**src/rtl/bsp_point_area_locator_core_macros.svh**
```systemverilog
// Assertion macros shared by the point area locator RTL.
// Depends on clk and rst_n being visible in the module that uses them.
`ifndef BSP_POINT_AREA_LOCATOR_CORE_MACROS_SVH
`define BSP_POINT_AREA_LOCATOR_CORE_MACROS_SVH
`ifndef SYNTHESIS
`define BSPL_ASSERT_SAME(label, ante, cons) \
  label: assert property (@(posedge clk) disable iff (!rst_n) (ante) |-> (cons)) \
    else $error("assertion failed");
`define BSPL_ASSERT_NEXT(label, ante, cons) \
  label: assert property (@(posedge clk) disable iff (!rst_n) (ante) |=> (cons)) \
    else $error("assertion failed");
`else
`define BSPL_ASSERT_SAME(label, ante, cons)
`define BSPL_ASSERT_NEXT(label, ante, cons)
`endif
`endif

```
**src/rtl/bspl_pkg.sv**
```systemverilog
// Package for the point area locator: sizes, codes and the command and status
// structs between controller and datapath. No dependencies.
package bspl_pkg;

  localparam int MAX_NODES    = 4096;
  localparam int MAX_AREAS    = 1024;
  localparam int MAX_STEPS    = 64;
  localparam int NODE_AW      = $clog2(MAX_NODES);
  localparam int COUNT_W      = 13;
  localparam int STEP_W       = $clog2(MAX_STEPS + 1);
  localparam int NORMAL_W     = 16;
  localparam int COORD_W      = 32;
  localparam int CHILD_W      = 13;
  localparam int AREA_W       = 11;
  localparam int PROD_W       = NORMAL_W + COORD_W;
  localparam int SUM_W        = PROD_W + 2;
  localparam int OFFSET_SHIFT = 14;

  localparam logic KIND_WRITE  = 1'b0;
  localparam logic KIND_LOCATE = 1'b1;

  typedef enum logic [1:0] {
    STATUS_FOUND = 2'd0,
    STATUS_STEPS = 2'd1,
    STATUS_RANGE = 2'd2
  } status_t;

  typedef struct packed {
    logic signed [NORMAL_W-1:0] normal_x;
    logic signed [NORMAL_W-1:0] normal_y;
    logic signed [NORMAL_W-1:0] normal_z;
    logic signed [COORD_W-1:0]  plane_offset;
    logic signed [CHILD_W-1:0]  child_front;
    logic signed [CHILD_W-1:0]  child_back;
  } node_t;

  typedef struct packed {
    logic    wr;
    logic    load;
    logic    fetch;
    logic    mul;
    logic    sum;
    logic    advance;
    logic    emit;
    logic    area_leaf;
    status_t code;
  } ctrl_cmd_t;

  typedef struct packed {
    logic count_zero;
    logic beyond;
    logic leaf;
  } dp_stat_t;

endpackage

```
**src/rtl/bspl_ctrl.sv**
```systemverilog
// Controller of the point area locator: walk sequencer, step counter and
// result strobe. Uses bspl_pkg and the assertion macro header.
`include "bsp_point_area_locator_core_macros.svh"
module bspl_ctrl (
  input  logic                clk,
  input  logic                rst_n,
  input  logic                start,
  input  logic                in_kind,
  input  bspl_pkg::dp_stat_t  stat,
  output bspl_pkg::ctrl_cmd_t cmd,
  output logic                busy,
  output logic                out_valid
);

  typedef enum logic [2:0] {
    ST_IDLE,
    ST_LOOK,
    ST_MUL,
    ST_SUM,
    ST_STEP
  } state_t;

  state_t                      state_r;
  state_t                      state_nxt;
  logic [bspl_pkg::STEP_W-1:0] steps_r;
  logic [bspl_pkg::STEP_W-1:0] steps_nxt;
  logic                        strobe_r;
  logic                        accept;

  assign busy   = (state_r != ST_IDLE);
  assign accept = start && !busy;

  always_comb begin
    cmd       = '0;
    cmd.code  = bspl_pkg::STATUS_FOUND;
    state_nxt = state_r;
    steps_nxt = steps_r;
    unique case (state_r)
      ST_IDLE: begin
        if (accept) begin
          if (in_kind == bspl_pkg::KIND_WRITE) begin
            cmd.wr = 1'b1;
          end else begin
            cmd.load = 1'b1;
            if (stat.count_zero) begin
              cmd.emit = 1'b1;
            end else begin
              steps_nxt = '0;
              state_nxt = ST_LOOK;
            end
          end
        end
      end
      ST_LOOK: begin
        if (steps_r == bspl_pkg::STEP_W'(bspl_pkg::MAX_STEPS)) begin
          cmd.emit  = 1'b1;
          cmd.code  = bspl_pkg::STATUS_STEPS;
          state_nxt = ST_IDLE;
        end else if (stat.beyond) begin
          cmd.emit  = 1'b1;
          cmd.code  = bspl_pkg::STATUS_RANGE;
          state_nxt = ST_IDLE;
        end else begin
          cmd.fetch = 1'b1;
          steps_nxt = steps_r + 1'b1;
          state_nxt = ST_MUL;
        end
      end
      ST_MUL: begin
        cmd.mul   = 1'b1;
        state_nxt = ST_SUM;
      end
      ST_SUM: begin
        cmd.sum   = 1'b1;
        state_nxt = ST_STEP;
      end
      ST_STEP: begin
        if (stat.leaf) begin
          cmd.emit      = 1'b1;
          cmd.area_leaf = 1'b1;
          state_nxt     = ST_IDLE;
        end else begin
          cmd.advance = 1'b1;
          state_nxt   = ST_LOOK;
        end
      end
      default: begin
        state_nxt = ST_IDLE;
      end
    endcase
  end

  always_ff @(posedge clk) begin
    if (!rst_n) begin
      state_r  <= ST_IDLE;
      steps_r  <= '0;
      strobe_r <= 1'b0;
    end else begin
      state_r  <= state_nxt;
      steps_r  <= steps_nxt;
      strobe_r <= cmd.emit;
    end
  end

  assign out_valid = strobe_r;

  `BSPL_ASSERT_SAME(a_fetch_in_range, cmd.fetch,
                    !stat.beyond && (steps_r < bspl_pkg::STEP_W'(bspl_pkg::MAX_STEPS)))
  `BSPL_ASSERT_SAME(a_cmd_exclusive, 1'b1,
                    $onehot0({cmd.wr, cmd.fetch, cmd.mul, cmd.sum, cmd.advance, cmd.emit}))
  `BSPL_ASSERT_SAME(a_advance_not_leaf, cmd.advance, !stat.leaf)
  `BSPL_ASSERT_NEXT(a_emit_strobes, cmd.emit, out_valid && !busy)
  `BSPL_ASSERT_SAME(a_leaf_area_on_step, cmd.area_leaf, state_r == ST_STEP)

endmodule

```
**config.mk**
```make
export PLATFORM = sky130hd
export DESIGN_NAME = bspl_ctrl
export DESIGN_NICKNAME = d
export VERILOG_FILES = /design/src/rtl/bspl_pkg.sv /design/src/rtl/bspl_ctrl.sv
export VERILOG_INCLUDE_DIRS = /design/src /design/src/rtl
export SDC_FILE = /design/constraint.sdc
export NUM_CORES = 1
export LEC_CHECK = 0
export BUFFER_PORTS_ARGS = -buffer_cell sky130_fd_sc_hd__clkbuf_2
export CORE_MARGIN = 4
export CORE_UTILIZATION = 54
export CTS_CLUSTER_SIZE = 16
export DETAILED_ROUTE_END_ITERATION = 16
export HOLD_SLACK_MARGIN = 0.06
export PLACE_DENSITY = 0.91
export SYNTH_ARGS = -nofsm -noshare
export SYNTH_HDL_FRONTEND = slang
export SYNTH_SLANG_ARGS = --single-unit
export TNS_END_PERCENT = 30
```
**constraint.sdc**
```tcl
create_clock -name clk -period 4.4 [get_ports clk]
set_clock_uncertainty 0.1 [all_clocks]
set_input_delay 0.66 -clock clk [delete_from_list [all_inputs] [get_ports clk]]
set_output_delay 0.66 -clock clk [all_outputs]
set_load 0.05 [all_outputs]
```
* Yosys cells after proc, flatten, opt, wreduce, memory -nomap -nowiden
Cells that the tools add are included.
Cells by class: $add $sub $neg 1, eq/ne operators 10, mux-type cells 35, reduce and logical (&&, ||, !) cells 7
Operators by type and width (number):
- $mux W7 | 5
- $mux W1 | 16
- $pmux W3 S5 | 1
- $mux W2 | 7
- $pmux W7 S2 | 1
- $mux W3 | 4
- $ne A2 B2 Y1 const B | 5
- $add A7 B1 Y7 const B | 1
- $eq A7 B7 Y1 const B | 1
- $eq A3 B2 Y1 const B | 2
- $reduce_and A6 Y1 | 1
- $eq A3 B1 Y1 const B | 1
- $eq A3 B3 Y1 const B | 1
- $logic_not A3 Y1 | 1
- $pmux W1 S3 | 1
- $reduce_and A3 Y1 | 1
- $reduce_bool A3 Y1 | 1
- $reduce_bool A2 Y1 | 1
- $logic_and A1 B1 Y1 | 1
- $logic_not A1 Y1 | 1
Word-level totals: flip-flop bits (word level) 11, bits of input ports 7, word-level logic and storage cells 56

* Logic depth before layout (Yosys ltp)
Gate-level depths: netlist (run 1).
depth after elaboration 5, mapped depth 7, depth with buffers taken out 6

* Least setup slack after synthesis (run 1)
No wires, ideal clock.
kind in2out, from in stat[0] in the netlist's numbering, to out cmd[3] in the netlist's numbering, data arrival time 2.962 ns, required time 3.640 ns, slack 0.678 ns, stages 3, path buffers 0, path through nor4bb_1 a41oi_1 o21ai_0
RTL lines:
- start: declaration | RTL line bspl_ctrl.sv:9 | input bspl_pkg::dp_stat_t stat,
- end: declaration | RTL line bspl_ctrl.sv:10 | output bspl_pkg::ctrl_cmd_t cmd,

==> key figures, run 1 <==
Run status
  – Status: finished, final reports clean

Layout
  – # diodes: 0
  – Share of cells above drive strength 1: 0.2673
  – Nets: around 110
  – Final Util: 0.7062
  – Final instance area: 827.0 sq um
  – Flip-flop and latch area: about 220 sq um
  – Multi-input logic area: 454.2 sq um
  – Area Overhead vs Synth: 15.56%
  – Fillers: 106

Logic synthesis
  – Synthesized area per cell: 8.623 sq um
  – Post-synthesis async set-or-reset flop share: 0
  – Synth Instances: 83
  – Netlist Area Pre-Place: 715.7 sq um
  – Flops & latches, synth: 11
  – Predominant post-synthesis flop cell: dfxtp_1
  – Syn nets: a little over 90
  – Synth unique cells: 36
  – EDFF count, synth: 0
  – Synth warn: 0
  – Sequential fraction of the synthesis area: 0.3077

Global routing
  – GR Util All Layers: 0.1728
  – Vias in the first global route: 624
  – Initial antenna violation count: 0
  – First-pass GRT wire length: 2559 um
  – Total grt overflow: 0
  – Pin count of the biggest net entering global routing: 19

Routing
  – Detailed-route wire length per cell: 13.01 um
  – Iter 0 DRT Violations: 9
  – DRT Pass-1 Iters: 4
  – Routed vias: 687
  – Vias/cell: 5.974
  – DRC viols: 0
  – Final ANT Viol Nets: 0
  – Final wirelength: 1496 um

STA
  – WHS: 0.3848 ns
  – Final period utilization: 0.6670
  – Slew HR: 0.6186
  – Fmax: between 300 and 400 MHz
  – Fin. max-slew vios: 0
  – Final setup slack of the worst path: about 1.5 ns
  – Unrepaired setup endpoints after global routing: no
  – Minimum clock period after layout: 2.935 ns
  – Worst-Margin Slew: 0.5702 ns
  – Setup Viol. Count Final: 0
  – TNS Setup: 0 ns
  – Hold Violations, Final: 0

Worst setup path
  – Worst EP required: roughly 3.6 ns
  – Critical Path Start Type: flip-flop
  – Crit path kind: reg2out
  – Reg2Reg Depth: 4
  – Crit. End Element: primary output
  – Crit path DAT: 2.17 ns
  – CP max FO: 15

Placement
  – Area after DPL: 800.8 sq um
  – Pre-CTS setup slack: 1.783 ns
  – RePlAce Congestion: 0.7674
  – Port Buffers: 18
  – HPWL Detailed: 1158 um

CTS
  – Setup Fix Bufs, Post-CTS: 0
  – H-tree Lvls: 1
  – Max Root-Sink Buffers: 2
  – # clock sinks: 11
  – CTS buffer count: 3
  – Cts hold-fix bufs: 0
  – Worst-path clk slew: roughly 0.07 ns
  – TritonCTS clock tree: yes
  – Worst skew pair latency: 0.28 ns
  – Root buffer cell: clkbuf_4
  – Post-CTS sizing: 0

Run
  – Max-Cap Viols: 0

Min path
  – HP Class: reg2reg
  – Hold path depth: 2

Die
  – Total die area: 1972 sq um
  – Chip height: 44.41 um
  – Core ar.: between 1000 and 1500 sq um
  – I/O pin count: 19
  – Initial Utilization: 0.6111
  – Die X: ~44 um
  – Std-Cell Rows: 12

Power
  – VDD IR-drop max: about 0.00018 V
  – PwrDens: between 200 and 300 nW/um^2
  – Leak: 0.3252 nW
-- final cells by class --
| cell class | count | area share |
|---|---|---|
| multi-input combinational | 63 | 0.5492 |
| sequential | 11 | 0.2663 |
| timing repair buffer | 18 | 0.1089 |
| clock buffer | 4 | 0.03177 |
| inverter | 5 | 0.02269 |
| tap | 14 | 0.02118 |
-- synth_stat cells, drive strengths merged (2+ instances only) --
| master | count | share of area |
|---|---|---|
| nand4b | 4 | 0.049 |
| clkbuf | 3 | 0.016 |
| dfxtp | 11 | 0.31 |
| nor4b | 2 | 0.045 |
| o21ai | 2 | 0.014 |
| nor2 | 5 | 0.026 |
| and3 | 2 | 0.017 |
| ha | 2 | 0.035 |
| nand3 | 3 | 0.021 |
| nand2 | 10 | 0.052 |
| a211oi | 2 | 0.038 |
| nor3b | 5 | 0.059 |
| a21oi | 3 | 0.021 |
| o211ai | 3 | 0.031 |
| nor3 | 3 | 0.037 |
| and2 | 2 | 0.017 |
| or3b | 3 | 0.040 |
| inv | 5 | 0.026 |
| nor2b | 2 | 0.017 |
-- cell usage in the layout (no fill, tap or decap), types with 2 or more instances in the layout --
cell type	instances
nand2_1	10
o211ai_1	3
nand4b_1	4
clkbuf_2	18
and3_1	2
nand3_1	3
nor3b_1	4
ha_1	2
a21oi_1	3
nor2b_1	2
nor2_1	5
inv_1	5
nor3_1	2
dfxtp_1	11
or3b_1	2
clkbuf_4	3
and2_1	2
-- layer usage --
metal	up-vias	global-route usage	wire length, um
li1	338	-	-
met1	339	0.2113	655
met2	8	0.2907	775
met3	2	0.04878	44
met4	0	0.05422	20
met5	-	0	0
-- worst max-delay path: stages, from the launching register on --
cell      delay (ns)
dfxtp_1         0.52
or3b_4          0.46
a211oi_4        0.53
clkbuf_2        0.38
-- worst paths after layout --
path | start | endpoint | slack [ns]
worst min-delay path | steps_r[0]$_SDFFE_PN0P_ | steps_r[0]$_SDFFE_PN0P_ | 0.38
worst max-delay path | state_r[0]$_SDFFE_PN0P_ | cmd[7] | 1.47
worst min register to register | steps_r[0]$_SDFFE_PN0P_ | steps_r[0]$_SDFFE_PN0P_ | 0.38
worst max register to register | state_r[0]$_SDFFE_PN0P_ | steps_r[5]$_SDFFE_PN0P_ | 2.22
-- power by group --
part,internal (mW),switching [mW]
Sequential,0.101,0.00185
Clock,0.0352,0.0373
Combinational,0.00970,0.0258
-- registers in the layout, summed over array words and instances, names as in the netlist --
signal and flops:
steps_r 7, state_r 3, out_valid 1
-- metrics by stage --
stage | power (mW) | cells
finish | 0.2106 | 115
global route | 0.2202 | 115
CTS | 0.2135 | 115
detailed placement | 0.1406 | 111
global placement | 0.1399 | 111
floorplan | 0.1313 | 83
-- cells by family after synthesis --
group                    share of synthesized area
flip-flops                                  0.3077
AND/OR/NAND/NOR                             0.4371
AO/OA/AOI/OAI                               0.1626
adder cells (fa/ha/maj)                    0.03496
buffers and inverters                      0.05769
(Power assumes the default switching activity.)
==> run 2: changes to the inputs <==
CORE_UTILIZATION = 45   (was 54)
PLACE_DENSITY = 0.82   (was 0.91)
clock period = 2.4 ns   (was 4.4 ns; I/O delays follow)
==> run 2 against run 1 <==
Core utilization fell by 14 points. Sequential cell count did not move. Sequential share of layout area decreased by 0.59 points. Global-route usage shrank 0.71 points. Critical path depth unchanged. Cell count increased by 2.6%. Routed wire length rose by 4.1%. Clock-buffer cell count unchanged. Register-to-register slack lost 1.9 ns. Via count is 1.9% lower. Critical path type unchanged. Largest cell class unchanged.
==> key figures, run 2 (synthesis gave the netlist of run 1 again) <==
Worst setup path
  – Slowest Stage Delay on Critical Path: 0.53 ns
  – Worst-path cell chain: or3b_4, a211oi_1, clkbuf_2
  – Crit path DAT: between 1.5 and 2 ns
  – Crit path kind: reg2out
  – Worst path bufs/invs: 1
  – Worst EP required: ~1.9 ns
  – Reg2Reg Launch Point: state_r[0]$_SDFFE_PN0P_
  – Critical Path Start: state_r[0]$_SDFFE_PN0P_
  – Crit. End Element: primary output
  – CP max FO: 11
  – Worst path slowest cell: dfxtp_1
  – Critical Path Start Type: flip-flop
  – Cell family with most CP delay: flip-flops

CTS
  – Worst-path clk slew: 0.08 ns
  – CTS buffer count: 3
  – # clock sinks: 11
  – Worst skew pair latency: 0.28 ns
  – Root buffer cell: clkbuf_4
  – Max Root-Sink Buffers: 2
  – Cts hold-fix bufs: 0
  – H-tree Lvls: 1
  – TritonCTS clock tree: yes

Die
  – Core ar.: between 1500 and 2000 sq um
  – I/O pin count: 19
  – Std-Cell Rows: 14
  – Die X: 47.88 um
  – Chip height: 47.88 um
  – Total die area: 2292 sq um
  – Initial Utilization: 0.4751

Routing
  – Final ANT Viol Nets: 0
  – Iter 0 DRT Violations: 10
  – Vias/cell: approximately 5.7
  – Final wirelength: 1557 um
  – DRT Pass-1 Iters: 4
  – DRC viols: 0
  – Detailed-route wire length per cell: 13.19 um
  – Routed vias: 674

Power
  – VDD IR-drop max: 0.0002952 V
  – Total chip power: 390.6 uW
  – PwrDens: about 460 nW/um^2
  – Leak: 0.3335 nW

Layout
  – Most frequent cells in the layout: clkbuf_2, dfxtp_1, nand2_1
  – Max reg flops: 7
  – Final instance area: 845.8 sq um
  – Final Util: 0.5615
  – Area Overhead vs Synth: 18.18%
  – Nets: 112
  – # diodes: 0
  – Non-filler cells in the finished layout: 118
  – Reg with most FFs: steps_r
  – Share of cells above drive strength 1: 0.2941
  – Commonest non-fill, non-tap cell in the layout: clkbuf_2
  – Fillers: 139

Global routing
  – Vias in the first global route: about 620
  – Total grt overflow: 0
  – First-pass GRT wire length: 2622 um
  – GR Util All Layers: 0.1657
  – Initial antenna violation count: 0
  – Pin count of the biggest net entering global routing: 19

Placement
  – Area after DPL: 817.0 sq um
  – HPWL Detailed: 1135 um
  – Port Buffers: 18
  – Pre-CTS setup slack: 0.3620 ns
  – RePlAce Congestion: 0.7434
  – Placed Cells: 114

STA
  – Unrepaired setup endpoints after global routing: no
  – Worst-Margin Slew: 0.3481 ns
  – Minimum clock period after layout: 2.304 ns
  – WHS: 0.3204 ns
  – Final period utilization: 0.9598
  – Final setup slack of the worst path: 0.09648 ns
  – Setup Viol. Count Final: 0
  – Fmax: 434.1 MHz
  – Fin. max-slew vios: 0
  – Hold Violations, Final: 0
  – Slew HR: 0.7647
  – TNS Setup: 0 ns

Min path
  – Min-delay src: stat[0]
  – HP Class: in2reg

Run status
  – Status: finished, final reports clean

Run
  – Max-Cap Viols: 0
==> run 2: layout make-up <==
cell class,instances,area [sq um],share of cell area
clock buffers,4,26.28,0.03107
inverters,5,18.77,0.02219
multi-input cells,63,462.9,0.5473
flip-flops and latches,11,220.2,0.2604
well taps,16,20.02,0.02367
repair buffers,19,97.59,0.1154
==> run 2: worst register-to-register path: cells and delay by family (launching register included) <==
kind | cells | cell delay [ns]
compound gates | 2 | 0.31
flops | 1 | 0.53
simple gates | 2 | 0.82
buf+inv | 1 | 0.22
==> run 2: final timing paths <==
kind,end,slack [ns],cells after the start
max,cmd[1],0.1,3
min,state_r[0]$_SDFFE_PN0P_,0.32,4
max reg2reg,steps_r[5]$_SDFFE_PN0P_,0.33,5
min reg2reg,steps_r[0]$_SDFFE_PN0P_,0.39,2
==> run 2: repair_timing <==
action,in CTS,in global routing
setup endpoints to repair,0,1
setup buffers,0,0
gates resized for setup,0,1
hold endpoints to repair,0,0
==> run 2: where the power goes <==
group | internal, mW | total [mW] | switching, mW | leakage [nW]
clock | 0.0646 | 0.136 | 0.0710 | 0.0150
combinational | 0.0186 | 0.0666 | 0.0480 | 0.230
sequential | 0.185 | 0.188 | 0.00358 | 0.0888
total | 0.268 | 0.391 | 0.123 | 0.333
==> run 2: metal layers <==
layer / part of all wire / GRT usage / vias to the layer above
li1: - / - / 346
met1: 0.44 / 0.2040 / 310
met2: 0.50 / 0.2533 / 13
met3: 0.024 / 0.03383 / 5
met4: 0.031 / 0.1183 / 0
met5: 0 / 0 / -
